<file path="config.mk">
export PLATFORM = sky130hd
export DESIGN_NAME = display_frame_receiver_waveform_select_top
export DESIGN_NICKNAME = d
export VERILOG_FILES = /design/src/sv/dfrws_pkg.sv /design/src/sv/dfrws_parser.sv /design/src/sv/display_frame_receiver_waveform_select_top.sv
export SDC_FILE = /design/constraint.sdc
export NUM_CORES = 1
export LEC_CHECK = 0
export BUFFER_PORTS_ARGS = -buffer_cell sky130_fd_sc_hd__buf_2
export CAP_MARGIN = 20
export CORE_UTILIZATION = 40
export CTS_CLUSTER_SIZE = 20
export DETAILED_ROUTE_END_ITERATION = 16
export PLACE_DENSITY = 0.67
export SLEW_MARGIN = 20
export SYNTH_ARGS = -nofsm -noshare
export SYNTH_HDL_FRONTEND = slang
export SYNTH_SLANG_ARGS = --single-unit
</file>
<file path="constraint.sdc">
create_clock -name clk_i -period 4.1 [get_ports clk_i]
set_clock_uncertainty 0.2 [all_clocks]
set_input_delay 0.41 -clock clk_i [delete_from_list [all_inputs] [get_ports clk_i]]
set_output_delay 0.41 -clock clk_i [all_outputs]
set_load 0.1 [all_outputs]
</file>
<file path="src/sv/dfrws_pkg.sv">
// ----------------------------------------------------------------------------
// dfrws_pkg
// Shared types and constants for the display frame receiver with waveform
// select: header bytes, register addresses, reset values and result beat.
// ----------------------------------------------------------------------------
package dfrws_pkg;

  // frame header bytes
  localparam logic [7:0] HDR_FIRST  = 8'hA5;
  localparam logic [7:0] HDR_SECOND = 8'h5A;

  // register addresses that select a waveform
  localparam logic [15:0] ADDR_NORMAL = 16'h04DA;
  localparam logic [15:0] ADDR_TOP    = 16'h04DB;
  localparam logic [15:0] ADDR_BOTTOM = 16'h04DC;
  localparam logic [15:0] ADDR_BOTH   = 16'h04DD;

  // value byte that makes the selection take effect
  localparam logic [7:0] SELECT_VALUE = 8'h01;

  // reset value of the read opcode register
  localparam logic [7:0] READ_OPCODE_RST = 8'd131;

  // waveform codes
  localparam logic [1:0] WAVE_NORMAL = 2'd0;
  localparam logic [1:0] WAVE_TOP    = 2'd1;
  localparam logic [1:0] WAVE_BOTTOM = 2'd2;
  localparam logic [1:0] WAVE_BOTH   = 2'd3;

  // one result beat; pins bit0 = A, bit1 = B, bit2 = C
  typedef struct packed {
    logic       frame_done;
    logic       waveform_changed;
    logic [1:0] waveform;
    logic [2:0] pins;
  } result_t;

  // pin levels that go with each waveform
  function automatic logic [2:0] wave_pins(input logic [1:0] wave);
    logic [2:0] pins;
    case (wave)
      WAVE_NORMAL: pins = 3'b010;
      WAVE_TOP:    pins = 3'b100;
      WAVE_BOTTOM: pins = 3'b000;
      WAVE_BOTH:   pins = 3'b011;
      default:     pins = 3'b000;
    endcase
    return pins;
  endfunction

endpackage

</file>
<file path="src/sv/dfrws_parser.sv">
// ----------------------------------------------------------------------------
// dfrws_parser
// Frame parser state: header hunt, length, payload head capture and the
// waveform / pin state. Produces the result of the current byte in the same
// cycle and updates its state when the byte is taken.
// ----------------------------------------------------------------------------
module dfrws_parser import dfrws_pkg::*; (
  input  logic       clk_i,
  input  logic       rst_ni,
  input  logic       take_i,
  input  logic [7:0] rx_byte_i,
  input  logic [7:0] read_opcode_i,
  output result_t    result_o
);

  // parser phases
  localparam logic [1:0] PH_HUNT = 2'd0;
  localparam logic [1:0] PH_SYNC = 2'd1;
  localparam logic [1:0] PH_LEN  = 2'd2;
  localparam logic [1:0] PH_PAY  = 2'd3;

  logic [1:0] phase_q, phase_d;
  logic [8:0] cnt_q, cnt_d;
  logic [7:0] len_q, len_d;
  logic [1:0] wave_q, wave_d;
  logic [2:0] pins_q, pins_d;
  logic [7:0] head_q [4];

  logic       head_we;
  logic [8:0] pos;
  logic [8:0] cnt_inc;
  logic       last;
  logic [7:0] value_byte;
  logic [15:0] addr;
  logic       hit;
  logic [1:0] hit_wave;
  logic       done;
  logic       changed;

  // payload position and end of frame
  assign pos     = cnt_q - 9'd3;
  assign cnt_inc = cnt_q + 9'd1;
  assign last    = ({1'b0, cnt_inc} >= ({2'b00, len_q} + 10'd3));
  assign head_we = (phase_q == PH_PAY) && (cnt_q >= 9'd3) && (pos < 9'd4);

  // value byte may be arriving right now when the frame ends on it
  assign value_byte = (head_we && (pos[1:0] == 2'd3)) ? rx_byte_i : head_q[3];
  assign addr       = {head_q[1], head_q[2]};

  // address decode
  always_comb begin
    hit      = 1'b1;
    hit_wave = WAVE_NORMAL;
    case (addr)
      ADDR_NORMAL: hit_wave = WAVE_NORMAL;
      ADDR_TOP:    hit_wave = WAVE_TOP;
      ADDR_BOTTOM: hit_wave = WAVE_BOTTOM;
      ADDR_BOTH:   hit_wave = WAVE_BOTH;
      default:     hit      = 1'b0;
    endcase
  end

  // next state
  always_comb begin
    phase_d = phase_q;
    cnt_d   = cnt_q;
    len_d   = len_q;
    wave_d  = wave_q;
    pins_d  = pins_q;
    done    = 1'b0;
    changed = 1'b0;
    case (phase_q)
      PH_HUNT: begin
        if (rx_byte_i == HDR_FIRST) begin
          cnt_d   = 9'd1;
          phase_d = PH_SYNC;
        end
      end
      PH_SYNC: begin
        if (rx_byte_i == HDR_SECOND) begin
          cnt_d   = 9'd2;
          phase_d = PH_LEN;
        end else begin
          cnt_d   = 9'd0;
          phase_d = PH_HUNT;
        end
      end
      PH_LEN: begin
        len_d   = rx_byte_i;
        cnt_d   = 9'd3;
        phase_d = PH_PAY;
      end
      default: begin
        cnt_d = cnt_inc;
        if (last) begin
          done    = 1'b1;
          changed = (len_q >= 8'd4) && (head_q[0] == read_opcode_i) &&
                    (value_byte == SELECT_VALUE) && hit;
          cnt_d   = 9'd0;
          len_d   = 8'd0;
          phase_d = PH_HUNT;
          if (changed) begin
            wave_d = hit_wave;
            pins_d = wave_pins(hit_wave);
          end
        end
      end
    endcase
  end

  // control and waveform state
  always_ff @(posedge clk_i or negedge rst_ni) begin
    if (!rst_ni) begin
      phase_q <= PH_HUNT;
      cnt_q   <= 9'd0;
      len_q   <= 8'd0;
      wave_q  <= WAVE_NORMAL;
      pins_q  <= 3'b000;
    end else if (take_i) begin
      phase_q <= phase_d;
      cnt_q   <= cnt_d;
      len_q   <= len_d;
      wave_q  <= wave_d;
      pins_q  <= pins_d;
    end
  end

  // payload head capture
  always_ff @(posedge clk_i) begin
    if (take_i && head_we) begin
      head_q[pos[1:0]] <= rx_byte_i;
    end
  end

  assign result_o.frame_done       = done;
  assign result_o.waveform_changed = changed;
  assign result_o.waveform         = wave_d;
  assign result_o.pins             = pins_d;

endmodule

</file>
<file path="src/sv/display_frame_receiver_waveform_select_top.sv">
// One received byte is taken per clock while the input is not stalled, and each
// byte yields exactly one result beat, registered and shown the cycle after the
// byte is taken when the output register is free. The parser decides a byte in
// combinational logic; an output register backed by a one-beat skid register
// lets the input keep taking bytes while a result waits, so the sustained rate
// is one byte per cycle as long as results are drained. The input stalls only
// when both the output and skid registers hold beats.
// ----------------------------------------------------------------------------
// display_frame_receiver_waveform_select_top
// Serial frame parser that picks a display waveform and drives three pins
// from register read replies carried in 0xA5 0x5A framed packets.
// ----------------------------------------------------------------------------
module display_frame_receiver_waveform_select_top import dfrws_pkg::*; (
  input  logic       clk_i,
  input  logic       rst_ni,
  // configuration
  input  logic       cfg_we_i,
  input  logic [7:0] cfg_wdata_i,
  // input beats
  input  logic       in_valid_i,
  output logic       in_stall_o,
  input  logic [7:0] rx_byte_i,
  // result beats
  output logic       out_valid_o,
  input  logic       out_stall_i,
  output logic       frame_done_o,
  output logic       waveform_changed_o,
  output logic [1:0] waveform_o,
  output logic       pin_a_o,
  output logic       pin_b_o,
  output logic       pin_c_o
);

  logic [7:0] read_opcode_q;
  logic       take;
  logic       out_free;
  result_t    new_res;
  logic       out_valid_q, out_valid_d;
  result_t    out_q, out_d;
  logic       skid_valid_q, skid_valid_d;
  result_t    skid_q, skid_d;

  // read opcode register
  always_ff @(posedge clk_i or negedge rst_ni) begin
    if (!rst_ni) begin
      read_opcode_q <= READ_OPCODE_RST;
    end else if (cfg_we_i) begin
      read_opcode_q <= cfg_wdata_i;
    end
  end

  assign in_stall_o = skid_valid_q;
  assign take       = in_valid_i && !skid_valid_q;
  assign out_free   = !out_valid_q || !out_stall_i;

  dfrws_parser u_parser (
    .clk_i        (clk_i),
    .rst_ni       (rst_ni),
    .take_i       (take),
    .rx_byte_i    (rx_byte_i),
    .read_opcode_i(read_opcode_q),
    .result_o     (new_res)
  );

  // output register and skid steering
  always_comb begin
    out_valid_d  = out_valid_q;
    out_d        = out_q;
    skid_valid_d = skid_valid_q;
    skid_d       = skid_q;
    if (out_free) begin
      if (skid_valid_q) begin
        out_valid_d  = 1'b1;
        out_d        = skid_q;
        skid_valid_d = 1'b0;
      end else begin
        out_valid_d = take;
        out_d       = new_res;
      end
    end else if (take) begin
      skid_valid_d = 1'b1;
      skid_d       = new_res;
    end
  end

  always_ff @(posedge clk_i or negedge rst_ni) begin
    if (!rst_ni) begin
      out_valid_q  <= 1'b0;
      skid_valid_q <= 1'b0;
    end else begin
      out_valid_q  <= out_valid_d;
      skid_valid_q <= skid_valid_d;
    end
  end

  always_ff @(posedge clk_i) begin
    out_q  <= out_d;
    skid_q <= skid_d;
  end

  assign out_valid_o        = out_valid_q;
  assign frame_done_o       = out_q.frame_done;
  assign waveform_changed_o = out_q.waveform_changed;
  assign waveform_o         = out_q.waveform;
  assign pin_a_o            = out_q.pins[0];
  assign pin_b_o            = out_q.pins[1];
  assign pin_c_o            = out_q.pins[2];

  // skid holds a beat only behind a full output register
  a_skid_behind_out: assert property (@(posedge clk_i) disable iff (!rst_ni)
    skid_valid_q |-> out_valid_q)
    else $error("skid register full while output register empty");

  // a waveform change is only reported on a completed frame
  a_change_needs_done: assert property (@(posedge clk_i) disable iff (!rst_ni)
    (out_valid_o && waveform_changed_o) |-> frame_done_o)
    else $error("waveform change without frame completion");

  // pins follow the selected waveform
  a_pins_match: assert property (@(posedge clk_i) disable iff (!rst_ni)
    (out_valid_o && waveform_changed_o) |->
      ({pin_c_o, pin_b_o, pin_a_o} == wave_pins(waveform_o)))
    else $error("pin levels do not match selected waveform");

  // skid only fills while the output side is stalled
  a_skid_fill: assert property (@(posedge clk_i) disable iff (!rst_ni)
    $rose(skid_valid_q) |-> $past(out_stall_i))
    else $error("skid filled without output stall");

endmodule

</file>
==> results.sh, run 1 <==
export IMPL_drv_cap=0
export IMPL_grt_setup_unrepaired="no"
export IMPL_cellPowerDensity_nw_per_um2=588
export IMPL_clock_latency_ns=0.35
export IMPL_synth_edf_count=46
export IMPL_path_class="reg -> reg"
export IMPL_antenna_found_initial=0
export IMPL_final_common_cell="edfxtp_1"
export IMPL_p_seq_share_pct=40.1
export IMPL_drcViolationCount=0
export IMPL_slew_headroom_pct=48.2
export IMPL_fin_nets=387
export IMPL_layout_drive_gt1_share_pct=20.9
export IMPL_detail_route_antenna_nets=0
export IMPL_start_util_pct=41.9
export IMPL_avgRoutedWirePerCell_um=15.8
export IMPL_ctsHoldBuffers=1
export IMPL_min_path_type="in -> reg"
export IMPL_grt_usage_pct=16.6
export IMPL_wl_um=7620
export IMPL_hold_violations=0
export IMPL_cts_root_buffer="clkbuf_8"
export IMPL_synth_avg_cell_area_um2=12.6
export IMPL_grt_pass1_vias=2636
export IMPL_worst_slew_pin_slew_ns=0.778
export IMPL_cts_buffers=9
export IMPL_io_pins=30
export IMPL_fmax_ghz=0.286
export IMPL_startpoint="u_parser.cnt_q[0]"
export IMPL_peakVddDrop_v=0.000219
export IMPL_total_power_mw=2.63
export IMPL_multiInputGateArea_um2=1590
export IMPL_placed_cell_area_um2=4240
export IMPL_status="completed"
export IMPL_whs_path_depth=2
export IMPL_reg2reg_from="u_parser.cnt_q[0]"
export IMPL_intPower_mw=1.67
export IMPL_ys_flop_type="edfxtp_1"
export IMPL_pwr_share_comb_pct=35.6
export IMPL_leakagePower_nw=1.77
export IMPL_r2r_cells=11
export IMPL_yosysSeqAreaShare_pct=56.7
export IMPL_area_delta_synth_final_pct=13.3
export IMPL_worst_setup_path_end_kind="flip-flop"
export IMPL_num_rows=35
export IMPL_maxSlewViolCount=0
export IMPL_yosysWarnings=0
export IMPL_core_um2=9420
export IMPL_cts_repair_resize_count=0
export IMPL_io_buffers=29
export IMPL_ys_ff_latch=80
export IMPL_clockBufferDepth=2
export IMPL_finalCoreUtilization_pct=47.5
export IMPL_die_h_um=101
export IMPL_cts_setup_buffers=0
export IMPL_switching_power_mw=0.963
export IMPL_finalSetupViolations=0
export IMPL_min_period_ns=3.49
export IMPL_syn_area_um2=3950
export IMPL_clkPwrFrac_pct=24.3
export IMPL_syn_nets=351
export IMPL_async_flop_share_pct=42.5
export IMPL_clkTransAtPathRegs_ns=0.08
export IMPL_swShare_pct=36.6
export IMPL_vias_per_cell=5.26
export IMPL_fin_tns_setup_ns=0
export IMPL_gp_congestion=0.822
export IMPL_nFillCells=856
export IMPL_grt_pass1_wl_um=12800
export IMPL_die_x_um=101
export IMPL_clock_sinks=80
export IMPL_arrival_ns=3.39
export IMPL_dp_hpwl_um=5470
export IMPL_stdcell_count=483
export IMPL_cp_start_kind="flip-flop"
export IMPL_post_route_period_util_pct=85.2
export IMPL_dr_pass1_iters=4
export IMPL_grt_ovfl_total=0
export IMPL_num_vias=2541
export IMPL_regArea_um2=2240
export IMPL_crit_fanout=9
export IMPL_fin_area_um2=4470
export IMPL_synth_cells=313
export IMPL_netlist_cell_type_count=57
export IMPL_cp_required_ns=4.00
export IMPL_n_antenna_cell=0
export IMPL_final_cell_mix="edfxtp_1 (46), dfrtp_1 (31), buf_2 (29)"
export IMPL_dp_cells=466
export IMPL_first_iter_violations=98
export IMPL_cts_htree_levels=3
export IMPL_grt_max_degree=35
export IMPL_cts_tree="done"
export IMPL_die_area_um2=10300
export IMPL_worstHoldStart="cfg_wdata_i[4]"
[power by group through the flow]
stage | sequential [mW] | clock, mW | combinational [mW]
floorplan | 1.10 | 0 | 0.634
global route | 1.07 | 0.683 | 1.02
detailed placement | 1.07 | 0 | 0.925
finish | 1.05 | 0.639 | 0.937
global placement | 1.07 | 0 | 0.898
CTS | 1.05 | 0.652 | 0.938
[cell usage after synthesis, types with 4 or more instances]
cell,instances,share of area (%)
nand2_1,21,2.0
nor4_1,5,0.79
edfxtp_1,46,35
a21oi_1,9,1.1
nor2_1,13,1.2
a22o_1,4,0.89
ha_1,17,5.4
nand4_1,4,0.63
o21ai_1,6,0.76
mux2_2,9,2.6
mux2i_1,13,3.3
a41oi_1,5,1.1
a31o_2,6,1.3
xor2_1,5,1.1
and3_1,4,0.63
xnor2_1,16,3.6
and2_1,4,0.63
nand3_1,5,0.63
nor2b_1,8,1.3
nor3_1,5,0.63
nand2b_1,6,0.95
inv_1,23,2.2
dfrtp_1,31,20
clkbuf_1,4,0.38
[routing by layer]
| metal | global-route usage [%] | routed length, um |
|---|---|---|
| met1 | 20.8 | 3500 |
| met2 | 28.2 | 3770 |
| met3 | 3.73 | 294 |
| met4 | 6.13 | 55 |
| met5 | 0 | 0 |
[registers in the layout, indices dropped and copies added, names as in the netlist]
signal,count
out_valid_o,1
waveform_o,2
u_parser.wave_q,2
u_parser.cnt_q,9
pin_b_o,1
skid_q,7
pin_a_o,1
in_stall_o,1
u_parser.len_q,8
frame_done_o,1
u_parser.pins_q,3
waveform_changed_o,1
u_parser.head_q,32
u_parser.phase_q,2
pin_c_o,1
read_opcode_q,8
[cell families after synthesis]
group | after synthesis | synth area share [%]
AND/OR/NAND/NOR | 89 | 13.4
flip-flops | 80 | 56.7
AO/OA/AOI/OAI | 52 | 10.5
buffers and inverters | 31 | 3.11
multiplexers | 23 | 6.25
XOR/XNOR | 21 | 4.66
adder cells (fa/ha/maj) | 17 | 5.39
[stage by stage]
step | hold WS, ns | setup WS (ns)
4_1_cts | 0.0748 | 0.605
3_3_place_gp | 0.305 | 0.767
6_report | 0.0896 | 0.606
3_5_place_dp | 0.300 | 0.622
5_1_grt | 0.0647 | 0.366
2_1_floorplan | -0.0856 | 1.01
[path summary, 6_finish.rpt]
check,slack [ns],endpoint
max in group asynchronous,2.74,u_parser.phase_q[1]
min in group asynchronous,0.47,u_parser.len_q[0]
setup reg to reg,0.61,waveform_o[0]
hold / removal,0.09,read_opcode_q[4]
setup / recovery,0.61,waveform_o[0]
hold reg to reg,0.32,u_parser.wave_q[0]
[worst max-delay path: stages (launching register included)]
cell and delay, ns:
dfrtp_1 0.51, ha_1 0.30, and3_1 0.22, nand3_1 0.16, xnor2_1 0.17, ha_1 0.28
o211ai_1 0.08, a31o_2 0.25, a311oi_2 0.57, buf_4 0.27, a31o_2 0.16, a21oi_1 0.06
[cell type report]
type / count / area share (%)
clock inverter: 6 / 2.10
clock buffer: 10 / 2.85
timing repair buffer: 33 / 3.97
multi-input combinational: 202 / 35.5
inverter: 23 / 1.93
sequential: 80 / 50.0
tap: 129 / 3.61
No activity file was read; power rests on OpenSTA's default activity.
==> run 2, diff against run 1 <==
Settings changed: CTS_CLUSTER_SIZE 20 to 25, PLACE_DENSITY 0.67 to 0.69.
Clock period 4.1 ns to 3.1 ns, I/O delays scaled along.
==> results.sh, run 2 (synthesized netlist as in run 1, its figures left out) <==
export IMPL_cpMaxStageDelayCell="dfrtp_2"
export IMPL_finalSetupViolations=0
export IMPL_num_rows=35
export IMPL_io_pins=30
export IMPL_first_iter_violations=170
export IMPL_grt_pass1_vias=2646
export IMPL_arrival_ns=3.05
export IMPL_timing_rr_end="u_parser.wave_q[0]"
export IMPL_area_delta_synth_final_pct=20.4
export IMPL_path_class="reg -> reg"
export IMPL_setup_ws_ns=0.0963
export IMPL_hold_violations=0
export IMPL_cellPowerDensity_nw_per_um2=767
export IMPL_holdPathEnd="u_parser.head_q[1][7]"
export IMPL_cts_htree_levels=3
export IMPL_crit_chain="ha_1, and3_1, xor2_2, ha_1, o21a_1, o211ai_1, a31o_2, a311oi_4, buf_6, nand4_4, mux2_4"
export IMPL_cts_buffers=9
export IMPL_cts_tree="done"
export IMPL_worstHoldStart="rx_byte_i[7]"
export IMPL_dr_pass1_iters=5
export IMPL_detail_route_antenna_nets=0
export IMPL_post_route_period_util_pct=96.9
export IMPL_fin_nets=415
export IMPL_final_cell_mix="edfxtp_1 (46), dfrtp_1 (29), buf_2 (29)"
export IMPL_avgRoutedWirePerCell_um=15.4
export IMPL_maxSlewViolCount=0
export IMPL_die_area_um2=10300
export IMPL_dp_cells=478
export IMPL_cp_required_ns=3.15
export IMPL_largest_reg_flops=32
export IMPL_slew_headroom_pct=46.3
export IMPL_antenna_found_initial=0
export IMPL_fmax_ghz=0.333
export IMPL_layout_drive_gt1_share_pct=26.7
export IMPL_gp_congestion=0.889
export IMPL_finalCoreUtilization_pct=50.5
export IMPL_die_x_um=101
export IMPL_pre_cts_ws_ns=0.0772
export IMPL_grt_pass1_wl_um=12800
export IMPL_min_path_type="in -> reg"
export IMPL_dp_hpwl_um=5490
export IMPL_timing_hold_ws_ns=0.0440
export IMPL_min_period_ns=3.00
export IMPL_cp_common_cell="ha_1"
export IMPL_reg2reg_from="u_parser.cnt_q[1]"
export IMPL_final_common_cell="edfxtp_1"
export IMPL_clkTransAtPathRegs_ns=0.09
export IMPL_worst_slew_pin_slew_ns=0.805
export IMPL_reg2reg_slack_ns=0.1
export IMPL_r2r_cells=11
export IMPL_status="completed"
export IMPL_cp_start_kind="flip-flop"
export IMPL_stdcell_count=511
export IMPL_drcViolationCount=0
export IMPL_cts_root_buffer="clkbuf_8"
export IMPL_vias_per_cell=5.25
export IMPL_clock_latency_ns=0.36
export IMPL_peakVddDrop_v=0.000343
export IMPL_grt_usage_pct=16.6
export IMPL_n_antenna_cell=0
export IMPL_wl_um=7860
export IMPL_whs_path_depth=1
export IMPL_grt_max_degree=35
export IMPL_clock_sinks=80
export IMPL_drv_cap=0
export IMPL_slowest_delay_ns=0.45
export IMPL_core_um2=9420
export IMPL_io_buffers=29
export IMPL_leakagePower_nw=1.89
export IMPL_crit_fanout=7
export IMPL_clockBufferDepth=2
export IMPL_num_vias=2684
export IMPL_die_h_um=101
export IMPL_worst_setup_path_end_kind="flip-flop"
export IMPL_start_util_pct=41.9
export IMPL_grt_ovfl_total=0
==> run 2: cell type report <==
cell class	count	area (um^2)
clock buffer	9	124
clock inverter	7	76.3
fill	827	4660
inverter	23	86.3
multi-input combinational	202	1650
sequential	80	2240
tap	129	161
timing repair buffer	61	418
==> run 2: power by group <==
part           switching (mW)  internal, mW  total [mW]
Sequential              0.112          1.26        1.37
Clock                   0.416         0.383       0.798
Combinational           0.828         0.646        1.47
==> run 2: worst max path at each step <==
stage,from,end,cells past startpoint
2_1_floorplan,u_parser.cnt_q[0],pin_a_o,11
3_3_place_gp,u_parser.cnt_q[0],skid_q[3],11
3_5_place_dp,u_parser.cnt_q[4],u_parser.len_q[0],10
4_1_cts,u_parser.cnt_q[4],u_parser.len_q[0],10
5_1_grt,u_parser.cnt_q[1],u_parser.pins_q[1],12
6_report,u_parser.cnt_q[1],u_parser.wave_q[0],11
==> run 2: stage by stage <==
step / total power, mW / setup TNS (ns) / instance area [um^2]
final: 3.65 / 0 / 4750
after global routing: 3.83 / -0.0834 / 4750
after CTS: 3.49 / 0 / 4630
after detailed placement: 2.69 / 0 / 4330
after global placement: 2.66 / 0 / 4330
after floorplan: 2.30 / 0 / 3950
==> run 2: critical path: cells and delay by family, from the launching register on <==
kind	cells	cell delay, ns
fa+ha+maj	2	0.50
buf+inv	1	0.18
xor+xnor	1	0.18
flops	1	0.45
simple gates	2	0.32
compound gates	4	0.74
mux	1	0.31
==> run 2: repair_timing <==
item	in CTS	in global routing
hold endpoints to repair	40	0
buffers inserted	0	6
hold buffers	10	0
endpoints found under the setup margin	0	33
gates resized for setup	0	17
==> run 2: per-layer routing <==
| layer | wire length, um | global-route usage [%] | vias up | share of wire (%) |
|---|---|---|---|---|
| li1 | - | - | 1287 | - |
| met1 | 3720 | 21.3 | 1316 | 47 |
| met2 | 3720 | 27.5 | 67 | 47 |
| met3 | 313 | 2.90 | 14 | 4.0 |
| met4 | 110 | 7.02 | 0 | 1.4 |
| met5 | 0 | 0 | - | 0 |
==> run 3, diff against run 2 <==
Settings changed: CELL_PAD_IN_SITES_DETAIL_PLACEMENT set to 0, CELL_PAD_IN_SITES_GLOBAL_PLACEMENT set to 2, CORE_UTILIZATION 40 to 37, GPL_TIMING_DRIVEN set to 1, PLACE_DENSITY 0.69 to 0.85.
==> results.sh, run 3 (synthesized netlist as in run 1, its figures left out) <==
export IMPL_hold_violations=0
export IMPL_clock_sinks=80
export IMPL_regArea_um2=2240
export IMPL_avgRoutedWirePerCell_um=16.0
export IMPL_status="completed"
export IMPL_maxSlewViolCount=0
export IMPL_dp_hpwl_um=5760
export IMPL_num_rows=37
export IMPL_drv_cap=0
export IMPL_num_vias=2643
export IMPL_r2r_cells=11
export IMPL_final_common_cell="edfxtp_1"
export IMPL_largest_reg_flops=32
export IMPL_clkTransAtPathRegs_ns=0.10
export IMPL_whs_path_depth=1
export IMPL_use_met1_pct=21.2
export IMPL_cellPowerDensity_nw_per_um2=776
export IMPL_peakVddDrop_v=0.000279
export IMPL_stdcell_count=513
export IMPL_multiInputGateArea_um2=1620
export IMPL_fin_nets=410
export IMPL_drcViolationCount=0
export IMPL_cp_start_kind="flip-flop"
export IMPL_reg2reg_from="u_parser.cnt_q[0]"
export IMPL_top_usage_layer="met2"
export IMPL_min_period_ns=2.95
export IMPL_cts_tree="done"
export IMPL_layout_drive_gt1_share_pct=24.4
export IMPL_wl_um=8230
export IMPL_die_x_um=105
export IMPL_gp_congestion=0.809
export IMPL_leakagePower_nw=1.88
export IMPL_nFillCells=940
export IMPL_crit_fanout=7
export IMPL_fin_area_um2=4710
export IMPL_io_pins=30
export IMPL_clockBufferDepth=2
export IMPL_worst_slew_pin_slew_ns=0.866
export IMPL_die_h_um=105
export IMPL_path_class="reg -> reg"
export IMPL_fin_tns_setup_ns=0
export IMPL_reg2reg_slack_ns=0.15
export IMPL_holdPathEnd="u_parser.head_q[1][3]"
export IMPL_start_util_pct=38.2
export IMPL_first_iter_violations=167
export IMPL_slew_headroom_pct=42.3
export IMPL_met3_usage_pct=3.34
export IMPL_grt_pass1_wl_um=13900
export IMPL_grt_pass1_vias=2776
export IMPL_io_buffers=29
export IMPL_core_um2=10300
export IMPL_post_route_period_util_pct=95.1
export IMPL_cts_root_buffer="clkbuf_8"
export IMPL_dp_cells=485
export IMPL_final_cell_mix="edfxtp_1 (46), dfrtp_1 (31), buf_2 (29)"
export IMPL_dr_pass1_iters=4
export IMPL_finalSetupViolations=0
export IMPL_cts_buffers=9
export IMPL_placed_cell_area_um2=4340
export IMPL_grt_max_degree=35
export IMPL_clock_latency_ns=0.36
export IMPL_vias_per_cell=5.15
export IMPL_n_antenna_cell=0
export IMPL_worst_setup_path_end_kind="flip-flop"
export IMPL_globalRouteMet2Util_pct=27.4
export IMPL_grt_usage_pct=16.5
export IMPL_arrival_ns=2.86
export IMPL_grt_ovfl_total=0
export IMPL_area_delta_synth_final_pct=19.4
export IMPL_die_area_um2=11100
export IMPL_detail_route_antenna_nets=0
export IMPL_worstHoldStart="rx_byte_i[3]"
export IMPL_cts_htree_levels=3
export IMPL_antenna_found_initial=0
export IMPL_timing_rr_end="pin_c_o"
export IMPL_min_path_type="in -> reg"
export IMPL_fmax_ghz=0.339
export IMPL_cp_required_ns=3.01
## run 3: changes by cell type in the layout (fill, tap and decap cells not counted), sizes merged
cell    previous run  this run
clkinv             2         1
buf               51        45
clkbuf             9        11
## run 3: area by class of cell
type                    instances  area share (%)
flip-flops and latches         80            47.4
clock inverters                 6            1.67
repair buffers                 56            7.99
well taps                     136            3.61
inverters                      23            1.83
multi-input cells             202            34.3
clock buffers                  10            3.16
## run 3: worst max path at each step
stage,start,end,slack [ns],depth (start not counted)
2_1_floorplan,u_parser.cnt_q[0],pin_a_o,0.01,11
3_3_place_gp,u_parser.len_q[0],skid_q[0],0.13,12
3_5_place_dp,u_parser.len_q[0],skid_q[1],0.03,12
4_1_cts,u_parser.len_q[0],skid_q[1],0.0009,12
5_1_grt,u_parser.cnt_q[0],skid_q[2],-0.02,11
6_report,u_parser.cnt_q[0],pin_c_o,0.15,11
## run 3: through the flow
step           total power [mW]  hold WS (ns)  setup slack, ns  utilization (%)
2_1_floorplan              2.30        -0.186          0.00988                -
3_3_place_gp               2.70         0.267            0.130             42.0
3_5_place_dp               2.71         0.267           0.0347             42.0
4_1_cts                    3.59        0.0203         0.000909             45.2
5_1_grt                    3.90        0.0239          -0.0238             45.7
6_report                   3.66        0.0362            0.153             45.7
## run 3: critical path: stages, from the launching register on
cell and delay [ns]:
dfrtp_1 0.36, ha_1 0.17, and3_1 0.21, nand3_1 0.17, xnor2_1 0.20, ha_1 0.29
o211ai_1 0.08, a31o_2 0.26, a311oi_4 0.28, clkbuf_4 0.26, a31o_2 0.16, a21oi_1 0.06
## run 3: power by group
part / switching (mW) / internal (mW) / total [mW] / leakage [nW]
Combinational: 0.830 / 0.591 / 1.42 / 0.948
Sequential: 0.114 / 1.26 / 1.37 / 0.812
Clock: 0.424 / 0.439 / 0.863 / 0.116
## run 3: repair_timing
action,CTS,global route
endpoints found under the hold margin,41,0
gates resized for setup,0,7
hold buffers,10,0
buffers inserted,0,1
endpoints found under the setup margin,0,31
## run 3: layer usage
layer	routed length, um	up-vias
met2	4140	42
met4	110	0
met5	0	-
met3	216	6
li1	-	1277
met1	3770	1318
